<file path="src/design/scl_pkg.sv">
// ---------------------------------------------------------------------------
// scl_pkg
// Shared types, codes and saturation helpers for the scissor clip stack.
// ---------------------------------------------------------------------------
package scl_pkg;

  // item kinds
  localparam logic [1:0] KIND_PUSH  = 2'd0;
  localparam logic [1:0] KIND_POP   = 2'd1;
  localparam logic [1:0] KIND_CLEAR = 2'd2;

  // configuration register indexes
  localparam int unsigned CFG_IDX_W = 2;
  localparam logic [CFG_IDX_W-1:0] REG_PIXEL_SCALE     = 2'd0;
  localparam logic [CFG_IDX_W-1:0] REG_VIEWPORT_HEIGHT = 2'd1;

  localparam int unsigned CFG_DATA_W = 15;
  localparam int unsigned COORD_W    = 20;   // 1/16 point input fields
  localparam int unsigned SCALE_W    = 12;   // pixels per point, 1/256
  localparam int unsigned VPH_W      = 15;
  localparam int unsigned PROD_W     = 34;   // 21b signed x 13b signed
  localparam int unsigned WIDE_W     = 25;   // headroom for pre-saturation sums

  localparam logic [SCALE_W-1:0] SCALE_UNITY = 12'd256;

  typedef struct packed {
    logic signed [15:0] x;
    logic signed [15:0] y;
    logic        [14:0] w;
    logic        [14:0] h;
  } rect_t;

  typedef struct packed {
    logic mul_en;   // register the four scaled products
    logic edge_en;  // register the pixel rectangle
  } scl_ctrl_t;

  function automatic logic signed [15:0] sat_s16(input logic signed [WIDE_W-1:0] v);
    logic signed [15:0] r;
    if (v > 25'sd32767)       r = 16'sh7FFF;
    else if (v < -25'sd32768) r = 16'sh8000;
    else                      r = v[15:0];
    return r;
  endfunction

  function automatic logic [14:0] sat_u15(input logic signed [WIDE_W-1:0] v);
    logic [14:0] r;
    if (v < 25'sd0)          r = 15'd0;
    else if (v > 25'sd32767) r = 15'h7FFF;
    else                     r = v[14:0];
    return r;
  endfunction

endpackage

</file>
<file path="src/design/scissor_clip_stack.sv">
// ---------------------------------------------------------------------------
// scissor_clip_stack
// Nested scissor rectangle stack: push (scale, flip, intersect), pop, clear.
// ---------------------------------------------------------------------------
// Items are taken one at a time: accept, multiply, edge round, commit,
//   where commit waits while the last result is still unread; the
//   sequencer takes each item through the stack memory's single
//   read-then-write pass before the next beat.
// Reset: stack empty, pixel_scale 256, viewport_height 0. Stack memory is
//   not cleared; entries at or above the level are never used.
// ---------------------------------------------------------------------------
module scissor_clip_stack import scl_pkg::*; #(
  parameter int unsigned STACK_DEPTH = 16
) (
  input  logic                      clk,
  input  logic                      rst,
  // config write channel
  input  logic                      cfg_valid,
  output logic                      cfg_ready,
  input  logic [CFG_IDX_W-1:0]      cfg_index,
  input  logic [CFG_DATA_W-1:0]     cfg_data,
  // item channel
  input  logic                      in_valid,
  output logic                      in_ready,
  input  logic [1:0]                kind,
  input  logic signed [COORD_W-1:0] rect_left,
  input  logic signed [COORD_W-1:0] rect_top,
  input  logic signed [COORD_W-1:0] rect_width,
  input  logic signed [COORD_W-1:0] rect_height,
  // result channel
  output logic                      out_valid,
  input  logic                      out_ready,
  output logic                      scissor_enable,
  output logic signed [15:0]        scissor_x,
  output logic signed [15:0]        scissor_y,
  output logic        [14:0]        scissor_w,
  output logic        [14:0]        scissor_h,
  output logic                      push_dropped
);

  localparam int unsigned LVL_W  = $clog2(STACK_DEPTH + 1);
  localparam int unsigned ADDR_W = (STACK_DEPTH > 1) ? $clog2(STACK_DEPTH) : 1;
  localparam logic [LVL_W-1:0] LVL_FULL = LVL_W'(STACK_DEPTH);

  // sequencer codes
  localparam logic [1:0] S_IDLE = 2'd0;
  localparam logic [1:0] S_MUL  = 2'd1;
  localparam logic [1:0] S_EDGE = 2'd2;
  localparam logic [1:0] S_DONE = 2'd3;

  logic [1:0]                state;
  logic [1:0]                state_next;
  logic [LVL_W-1:0]          level;
  logic [LVL_W-1:0]          level_next;

  logic [SCALE_W-1:0]        pixel_scale;
  logic [VPH_W-1:0]          viewport_height;

  // held item
  logic [1:0]                kind_q;
  logic signed [COORD_W-1:0] left_q;
  logic signed [COORD_W-1:0] top_q;
  logic signed [COORD_W-1:0] width_q;
  logic signed [COORD_W-1:0] height_q;

  // stack memory
  rect_t                     mem [STACK_DEPTH];
  rect_t                     top_rd;
  logic [LVL_W-1:0]          rd_sel;
  logic                      wr_en;
  rect_t                     res;
  logic                      dropped;

  rect_t                     new_rect;
  rect_t                     isect;
  scl_ctrl_t                 ctrl;

  logic                      accept;
  logic                      commit;
  logic                      full;
  logic                      has_top;

  logic signed [15:0]        x1;
  logic signed [15:0]        y1;
  logic signed [16:0]        nx2;
  logic signed [16:0]        ox2;
  logic signed [16:0]        ny2;
  logic signed [16:0]        oy2;
  logic signed [16:0]        x2;
  logic signed [16:0]        y2;
  logic signed [17:0]        dx;
  logic signed [17:0]        dy;

  assign cfg_ready = 1'b1;
  assign in_ready  = (state == S_IDLE);
  assign accept    = in_valid && in_ready;
  assign commit    = (state == S_DONE) && (!out_valid || out_ready);
  assign full      = (level == LVL_FULL);
  assign has_top   = (level != '0);

  // config registers; the user must write them only while idle, the block does not enforce it
  always_ff @(posedge clk) begin
    if (rst) begin
      pixel_scale     <= SCALE_UNITY;
      viewport_height <= '0;
    end else if (cfg_valid && cfg_ready) begin
      case (cfg_index)
        REG_PIXEL_SCALE:     pixel_scale     <= cfg_data[SCALE_W-1:0];
        REG_VIEWPORT_HEIGHT: viewport_height <= cfg_data[VPH_W-1:0];
        default: ;
      endcase
    end
  end

  // sequencer
  always_comb begin
    state_next = state;
    case (state)
      S_IDLE:  if (accept) state_next = S_MUL;
      S_MUL:   state_next = S_EDGE;
      S_EDGE:  state_next = S_DONE;
      S_DONE:  if (commit) state_next = S_IDLE;
      default: state_next = S_IDLE;
    endcase
  end

  always_ff @(posedge clk) begin
    if (rst) state <= S_IDLE;
    else     state <= state_next;
  end

  always_ff @(posedge clk) begin
    if (accept) begin
      kind_q   <= kind;
      left_q   <= rect_left;
      top_q    <= rect_top;
      width_q  <= rect_width;
      height_q <= rect_height;
    end
  end

  assign ctrl.mul_en  = (state == S_MUL);
  assign ctrl.edge_en = (state == S_EDGE);

  scl_scale u_scale (
    .clk             (clk),
    .ctrl            (ctrl),
    .left            (left_q),
    .top             (top_q),
    .width           (width_q),
    .height          (height_q),
    .pixel_scale     (pixel_scale),
    .viewport_height (viewport_height),
    .rect            (new_rect)
  );

  // Read the entry the item needs on the accept beat: the one under the top
  // for a pop, the top otherwise. The write lands in S_DONE, well clear of
  // the next read, so no forwarding is needed.
  assign rd_sel = (kind == KIND_POP) ? LVL_W'(level - LVL_W'(2)) : LVL_W'(level - LVL_W'(1));

  always_ff @(posedge clk) begin
    if (wr_en) mem[level[ADDR_W-1:0]] <= res;
    if (accept) top_rd <= mem[rd_sel[ADDR_W-1:0]];
  end

  // intersection with the current top
  always_comb begin
    x1  = (new_rect.x > top_rd.x) ? new_rect.x : top_rd.x;
    y1  = (new_rect.y > top_rd.y) ? new_rect.y : top_rd.y;
    nx2 = 17'(new_rect.x) + $signed({2'b00, new_rect.w});
    ox2 = 17'(top_rd.x)   + $signed({2'b00, top_rd.w});
    ny2 = 17'(new_rect.y) + $signed({2'b00, new_rect.h});
    oy2 = 17'(top_rd.y)   + $signed({2'b00, top_rd.h});
    x2  = (nx2 < ox2) ? nx2 : ox2;
    y2  = (ny2 < oy2) ? ny2 : oy2;
    dx  = 18'(x2) - 18'(x1);
    dy  = 18'(y2) - 18'(y1);
    isect.x = x1;
    isect.y = y1;
    isect.w = sat_u15(WIDE_W'(dx));
    isect.h = sat_u15(WIDE_W'(dy));
  end

  // stack update and reported top
  always_comb begin
    level_next = level;
    res        = top_rd;
    dropped    = 1'b0;
    wr_en      = 1'b0;
    case (kind_q)
      KIND_PUSH: begin
        if (full) begin
          dropped = 1'b1;
        end else begin
          res        = has_top ? isect : new_rect;
          wr_en      = commit;
          level_next = LVL_W'(level + 1'b1);
        end
      end
      KIND_POP: begin
        if (has_top) level_next = LVL_W'(level - 1'b1);
      end
      KIND_CLEAR: begin
        level_next = '0;
      end
      default: ;
    endcase
  end

  always_ff @(posedge clk) begin
    if (rst) level <= '0;
    else if (commit) level <= level_next;
  end

  always_ff @(posedge clk) begin
    if (rst) begin
      out_valid <= 1'b0;
    end else if (commit) begin
      out_valid <= 1'b1;
    end else if (out_ready) begin
      out_valid <= 1'b0;
    end
  end

  // output register; empty stack reports all zero
  always_ff @(posedge clk) begin
    if (commit) begin
      push_dropped   <= dropped;
      scissor_enable <= (level_next != '0);
      if (level_next != '0) begin
        scissor_x <= res.x;
        scissor_y <= res.y;
        scissor_w <= res.w;
        scissor_h <= res.h;
      end else begin
        scissor_x <= '0;
        scissor_y <= '0;
        scissor_w <= '0;
        scissor_h <= '0;
      end
    end
  end

  // level never runs past the memory
  a_level_bound: assert property (@(posedge clk) disable iff (rst)
    level <= LVL_FULL)
    else $error("stack level beyond depth");

  // a write to the stack always grows it by one
  a_write_grows: assert property (@(posedge clk) disable iff (rst)
    wr_en |=> level == LVL_W'($past(level) + 1'b1))
    else $error("stack write without level increment");

  // a refused push only happens on a full, hence enabled, stack
  a_drop_full: assert property (@(posedge clk) disable iff (rst)
    (out_valid && push_dropped) |-> scissor_enable)
    else $error("push dropped on a stack that is not full");

  // a taken beat always starts the multiply step
  a_accept_seq: assert property (@(posedge clk) disable iff (rst)
    accept |=> state == S_MUL)
    else $error("sequencer did not start after accept");

endmodule

</file>
<file path="src/design/scl_scale.sv">
// ---------------------------------------------------------------------------
// scl_scale
// Two-stage datapath: point rectangle to saturated pixel rectangle.
// ---------------------------------------------------------------------------
module scl_scale import scl_pkg::*; (
  input  logic                      clk,
  input  scl_ctrl_t                 ctrl,
  input  logic signed [COORD_W-1:0] left,
  input  logic signed [COORD_W-1:0] top,
  input  logic signed [COORD_W-1:0] width,
  input  logic signed [COORD_W-1:0] height,
  input  logic        [SCALE_W-1:0] pixel_scale,
  input  logic        [VPH_W-1:0]   viewport_height,
  output rect_t                     rect
);

  logic        [SCALE_W-1:0]  s_eff;
  logic signed [SCALE_W:0]    op_s;
  logic signed [COORD_W-1:0]  w_c;
  logic signed [COORD_W-1:0]  h_c;
  logic signed [COORD_W:0]    op_l;
  logic signed [COORD_W:0]    op_t;
  logic signed [COORD_W:0]    op_r;
  logic signed [COORD_W:0]    op_b;

  logic signed [PROD_W-1:0]   p_l;
  logic signed [PROD_W-1:0]   p_t;
  logic signed [PROD_W-1:0]   p_r;
  logic signed [PROD_W-1:0]   p_b;

  logic signed [PROD_W-1:0]   r_up;
  logic signed [PROD_W-1:0]   b_up;
  logic signed [21:0]         sx;
  logic signed [21:0]         sy;
  logic signed [21:0]         sx2;
  logic signed [21:0]         sy2;
  logic signed [22:0]         dw;
  logic signed [22:0]         dh;
  logic signed [22:0]         nw;
  logic signed [22:0]         nh;
  logic signed [WIDE_W-1:0]   ny;

  // stage 1: clamp negative sizes to zero, scale by pixel_scale (zero acts as unity)
  always_comb begin
    s_eff = (pixel_scale == '0) ? SCALE_UNITY : pixel_scale;
    op_s  = $signed({1'b0, s_eff});
    w_c   = width[COORD_W-1]  ? '0 : width;
    h_c   = height[COORD_W-1] ? '0 : height;
    op_l  = $signed({left[COORD_W-1], left});
    op_t  = $signed({top[COORD_W-1], top});
    op_r  = op_l + $signed({w_c[COORD_W-1], w_c});
    op_b  = op_t + $signed({h_c[COORD_W-1], h_c});
  end

  always_ff @(posedge clk) begin
    if (ctrl.mul_en) begin
      p_l <= op_l * op_s;
      p_t <= op_t * op_s;
      p_r <= op_r * op_s;
      p_b <= op_b * op_s;
    end
  end

  // stage 2: floor near edges, ceil far edges (1/4096 px), flip y
  always_comb begin
    r_up = p_r + 34'sd4095;
    b_up = p_b + 34'sd4095;
    sx   = $signed(p_l[PROD_W-1:12]);
    sy   = $signed(p_t[PROD_W-1:12]);
    sx2  = $signed(r_up[PROD_W-1:12]);
    sy2  = $signed(b_up[PROD_W-1:12]);
    dw   = 23'(sx2) - 23'(sx);
    dh   = 23'(sy2) - 23'(sy);
    nw   = dw[22] ? '0 : dw;
    nh   = dh[22] ? '0 : dh;
    ny   = $signed({10'd0, viewport_height}) - (WIDE_W'(sy) + WIDE_W'(nh));
  end

  always_ff @(posedge clk) begin
    if (ctrl.edge_en) begin
      rect.x <= sat_s16(WIDE_W'(sx));
      rect.y <= sat_s16(ny);
      rect.w <= sat_u15(WIDE_W'(nw));
      rect.h <= sat_u15(WIDE_W'(nh));
    end
  end

endmodule

</file>
<file path="config.mk">
export PLATFORM = sky130hd
export DESIGN_NAME = scissor_clip_stack
export DESIGN_NICKNAME = d
export VERILOG_FILES = /design/src/design/scl_pkg.sv /design/src/design/scissor_clip_stack.sv /design/src/design/scl_scale.sv
export SDC_FILE = /design/constraint.sdc
export NUM_CORES = 2
export LEC_CHECK = 0
export ABC_AREA = 0
export BUFFER_PORTS_ARGS = -buffer_cell sky130_fd_sc_hd__buf_2
export CORE_MARGIN = 2
export CORE_UTILIZATION = 45
export DETAILED_ROUTE_END_ITERATION = 7
export REMOVE_ABC_BUFFERS = 1
export SLEW_MARGIN = 30
export SYNTH_ARGS = -nofsm -noshare
export SYNTH_HDL_FRONTEND = slang
export SYNTH_SLANG_ARGS = --single-unit
export TNS_END_PERCENT = 30
</file>
<file path="constraint.sdc">
create_clock -name clk -period 8.74 [get_ports clk]
set_input_delay 0.874 -clock clk [delete_from_list [all_inputs] [get_ports clk]]
set_output_delay 0.874 -clock clk [all_outputs]
set_load 0.05 [all_outputs]
</file>
### Word-level counts from Yosys, hierarchy flattened

Memory sizes are Yosys's and may differ from the RTL's. A register that Yosys moved wholly into a read port is not among the register bits.
Cells that the tools add are included.

* add/sub/neg operators: 17
* multiply operators: 4
* $lt $le $gt $ge: 16
* equal/unequal tests: 10
* mux-type cells: 34
* reduce and logical (&&, ||, !) cells: 14

Operators by type and width (count)
* two-way mux 62 bit: 3
* two-way mux 15 bit: 6
* adder 16 x 16 -> 17 bit: 4
* adder 34 x 13 -> 34 bit (second input constant): 2
* multiplier 21 x 13 -> 34 bit: 2
* multiplier 20 x 13 -> 33 bit: 2
* two-way mux 16 bit: 4
* greater-than comparator 23 x 16 -> 1 bit (second input constant): 2
* < comparator 23 x 1 -> 1 bit (second input constant): 2
* subtractor 22 x 21 -> 23 bit: 2
* two-way mux 22 bit: 2
* adder 20 x 20 -> 21 bit: 2
* two-way mux 19 bit: 2
* greater-than comparator 18 x 16 -> 1 bit (second input constant): 2
* < comparator 18 x 1 -> 1 bit (second input constant): 2
* subtractor 17 x 16 -> 18 bit: 2
* < comparator 17 bit: 2
* two-way mux 17 bit: 2
* greater-than comparator 16 bit: 2
* greater-than comparator 25 x 16 -> 1 bit (second input constant): 1
* < comparator 25 x 16 -> 1 bit (second input constant): 1
* subtractor 16 x 25 -> 25 bit: 1
* adder 21 x 23 -> 24 bit: 1
* greater-than comparator 21 x 16 -> 1 bit (second input constant): 1
* 24 further kinds: 43

* flip-flop bits (word level): 377
* bits in writable memories: 992
* output and inout port bits: 67
* memories kept: 1

Memory list
* mem: words 16, width 62, rd ports 1, clocked after Yosys merged registers in 1, write ports 1, line scissor_clip_stack.sv:67 `rect_t mem [STACK_DEPTH];`

### Longest topological paths before layout

* depth after elaboration: 10
* mapped depth: 47
* mapped depth without buffers: 44

### Hierarchy

A second synthesis with hierarchy kept.

* cells, all modules: 8412
* area, all modules: 100874.2 um^2

By module, submodules not included
* scissor_clip_stack: times used 1, cells an instance 3248, area each 54149.4 um^2
* scl_scale: times used 1, cells an instance 5164, area each 46724.8 um^2

### Least setup slack after synthesis

OpenSTA, ideal clock, no wires.

* kind: register -> register
* start: register width_q[19]
* end: register u_scale.p_r[30] (data pin)
* setup time: 259 ps
* data arrival time: 8589 ps
* path slack: -108 ps
* cell stages (with the launch flop): 37
* period minus slack after synthesis: 8848 ps
* cells stage by stage: edfxtp_1 > clkbuf_1 > nor2b_1 > ha_1 > fa_1 > a21o_1 > a21oi_1 > o21bai_1 > a21oi_1 > o21bai_1 > a21oi_1 > o21bai_1 > a21oi_1 > o21bai_1 > a31o_2 > a41oi_1 > a21oi_1 > a21oi_1 > clkbuf_1 > nand2_1 > fa_1 > inv_1 > fa_1 > inv_1 > fa_1 > fa_1 > fa_1 > inv_1 > ha_1 > a211o_1 > or4_1 > a31oi_1 > o21ai_0 > a21oi_1 > o21bai_1 > a21oi_1 > xnor2_1

* cells in the longest elaborated chain, start to end: 3

Ends and longest elaborated chain
* start, declared: line scissor_clip_stack.sv:63 `logic signed [COORD_W-1:0] width_q;`
* start signal, assigned: line scissor_clip_stack.sv:137 `width_q <= rect_width;`
* two-way mux 19 bit: line scl_scale.sv:47 `w_c = width[COORD_W-1] ? '0 : width;`
* adder 20 x 20 -> 21 bit: line scl_scale.sv:51 `op_r = op_l + $signed({w_c[COORD_W-1], w_c});`
* multiplier 21 x 13 -> 34 bit: line scl_scale.sv:59 `p_r <= op_r * op_s;`
* end signal, assigned: line scl_scale.sv:59
* end, declared: line scl_scale.sv:28 `logic signed [PROD_W-1:0] p_r;`

Every way passes these cells.
A chain may end at the register's enable or synchronous reset.

### Worst setup path after layout

Ends and elaborated chain as after synthesis.

==> results_dict.tcl <==
set metrics [dict create \
    dp_hpwl_mm 173 \
    cp.required_ns 9.31 \
    arrival_ns 8.93 \
    worst_pin_slew_ns 0.996 \
    rrSetupSlack_ns 0.39 \
    drt_first_iter_violations 4557 \
    synthToLayoutAreaGrowth_pct 12.1 \
    synth_top_area_cell "edfxtp_1" \
    critical-path-max-stage-delay_ns 0.57 \
    r2r-start "width_q[19]$_DFFE_PP_" \
    postRouteAntennaNets 0 \
    cts.sinks 1407 \
    whs_path_depth 1 \
    grt_util_all_layers 0.223 \
    hp-class "in -> reg" \
    p_leak_uw 0.0467 \
    synth-edff-count 1372 \
    cts_buffers 150 \
    hold_buffers 0 \
    synth_area_mm2 0.0999 \
    cp_common_cell "fa_1" \
    yosys_warnings 0 \
    top_level_ports 171 \
    die_x_um 475 \
    ctsRootBufferMaster "clkbuf_16" \
    yosysSeqAreaShare 0.419 \
    syn_area_per_cell_um2 12.0 \
    grt_pass1_vias 65800 \
    final_cells 11700 \
    finalPower_uw 45800 \
    avgViaCountPerCell 5.42 \
    max-vdd-ir-drop_mv 0.387 \
    crit_fanout 18 \
    start_util 0.454 \
    postRouteWirelength_mm 250 \
    gp_congestion 0.914 \
    worstSetupEndpointType "register" \
    syn_inst 8294 \
    core.rowCount 172 \
    hold_violations 0 \
    drv_slew 0 \
    timing_worst_setup_path_type "reg -> reg" \
    grt_pass1_wl_mm 386 \
    cts_tree "built" \
    numPortBuffers 169 \
    yosys-top-cells-count "edfxtp_1, inv_1, fa_1" \
    clk_latency_ns 0.83 \
    holdCritStartpoint "rect_width[15]" \
    period_share 0.956 \
    rsz0062_at_grt "true" \
    synth_top_area_frac 0.412 \
    clock_skew_ns 0.0678 \
    vias 63400 \
    setup_viol 0 \
    dieArea_mm2 0.226 \
    run_status "finished clean" \
    gr-total-overflow 0 \
    drt_pass1_iterations 8 \
    core_area_mm2 0.220 \
    yosysMostFrequentCell "edfxtp_1" \
    max_cap_viol_count 0 \
    layout-drive-gt1-share 0.143 \
    worst_setup_path_start_kind "register" \
    dp.cells 11400 \
    synthFlopType "edfxtp_1" \
    async_flop_share 0 \
    rr_endpoint "u_scale.p_r[30]$_DFFE_PN_" \
    cp_slowest_cell "fa_1" \
    whs_ns 0.223 \
    clk_pin_slew_worst_paths_ns 0.06 \
    cp.depth 36 \
    cts-htree-levels 4 \
    yosysUniqueCellTypes 87 \
    grt_max_degree 128 \
    wl_per_cell_um 21.4 \
    max_freq_mhz 120 \
    cp.buffers_inverters 5 \
    drcViolationCount 0 \
    fp.dieH_um 475 \
    period_needed_ns 8.35 \
    clockBufferDepth 3 \
    antenna_found_initial 13 \
    rr_worst_depth 36 \
    pwr_density_cell_mw_per_mm2 409 \
    synth_area_leaders "edfxtp_1, fa_1, ha_1" \
    hold_path_end "width_q[15]$_DFFE_PP_" \
    tns_ns 0 \
    layout.nets 10200 \
    ys_ff_latch 1407 \
    crit_family "adder cells" \
    relSlewSlack 0.331 \
]
## what timing repair did
| item | CTS | global route |
|---|---|---|
| gates cloned | 1 | 1 |
| pin swaps | 2 | 95 |
| resized for setup | 49 | 197 |
| setup endpoints to repair | 448 | 543 |
| setup buffers | 0 | 36 |
## metrics by stage
stage | util | instance area [um^2] | setup WS, ns
after floorplan | - | 98600 | -16.99
after global placement | 0.481 | 106000 | -0.344
after detailed placement | 0.481 | 106000 | -0.243
after CTS | 0.505 | 111000 | -0.0658
after global routing | 0.509 | 112000 | -0.0576
final | 0.509 | 112000 | 0.387
## worst max path at each step
| stage | start | to | slack (ns) |
|---|---|---|---|
| global route | width_q[0]$_DFFE_PP_ | u_scale.p_r[33]$_DFFE_PN_ | -0.06 |
| finish | width_q[19]$_DFFE_PP_ | u_scale.p_r[30]$_DFFE_PN_ | 0.39 |
| global placement | top_rd[15]$_DFFE_PP_ | mem[12][28]$_DFFE_PP_ | -0.34 |
| CTS | height_q[0]$_DFFE_PP_ | u_scale.p_b[32]$_DFFE_PN_ | -0.07 |
| floorplan | kind[1] | top_rd[0]$_DFFE_PP_ | -16.99 |
| detailed placement | top_rd[15]$_DFFE_PP_ | mem[5][20]$_DFFE_PP_ | -0.24 |
## placed cells by master, fill, tap and decap left out, types with 17 or more instances in the layout
cell type	count
clkinv_1	28
and3_1	28
a31oi_1	43
a211oi_1	77
mux2_2	48
and2_1	501
a21o_1	121
nor3_1	75
dfxtp_1	24
xor2_1	89
clkinv_2	17
a21oi_1	265
nand3_1	85
buf_2	168
o21ai_0	132
a21oi_2	31
inv_1	1274
edfxtp_1	1372
nand2_1	785
nor2_4	20
clkbuf_16	151
nand4_1	19
ha_1	575
xnor2_1	195
nand2b_1	57
o21bai_1	33
mux2i_1	121
fa_1	899
o21a_1	62
buf_4	318
o21ai_2	19
mux4_2	248
a21boi_0	18
clkbuf_1	32
nor2_1	233
o21ai_1	33
nor2b_1	149
## kinds of logic (layout without fill, tap and decap cells)
group	Yosys count	count (layout)	synth area share
fa+ha+maj	1485	1485	0.254
xor+xnor	299	299	0.0262
simple gates	2077	2077	0.102
buf+inv	1620	2062	0.0611
compound gates	985	986	0.0635
flops	1407	1407	0.419
other cells	1	4	0.0000375
mux	420	420	0.0737
## metal layers
metal	vias to the layer above	GRT usage	share of wire
li1	28800	-	-
met1	32600	0.316	0.45
met2	1724	0.367	0.47
met4	2	0.0463	0.018
met3	322	0.0301	0.056
met5	-	0	0.000024
## registers in the layout, summed over array words and instances, names as in the netlist, 16 cells and up
name and cells:
mem 992, top_rd 62, u_scale.rect 62, u_scale.p_b 34, u_scale.p_r 34, u_scale.p_l 21
u_scale.p_t 21, height_q 20, left_q 20, top_q 20, width_q 20, scissor_x 16
scissor_y 16
## power by group
part	internal [uW]	switching, uW	total, uW
clock network	3610	2740	6350
logic	12200	17000	29200
registers	9560	715	10300
## area by class of cell
| cell class | count | area, um^2 |
|---|---|---|
| Antenna cell | 3 | 7.51 |
| Clock inverter | 85 | 956 |
| Fill cell | 19100 | 108000 |
| Tap cell | 2958 | 3700 |
| Timing Repair Buffer | 514 | 3680 |
| Sequential cell | 1407 | 41900 |
| Multi-Input combinational cell | 5268 | 53000 |
| Clock buffer | 187 | 3950 |
| Inverter | 1276 | 4790 |
Power figures use the tool's default switching activity.
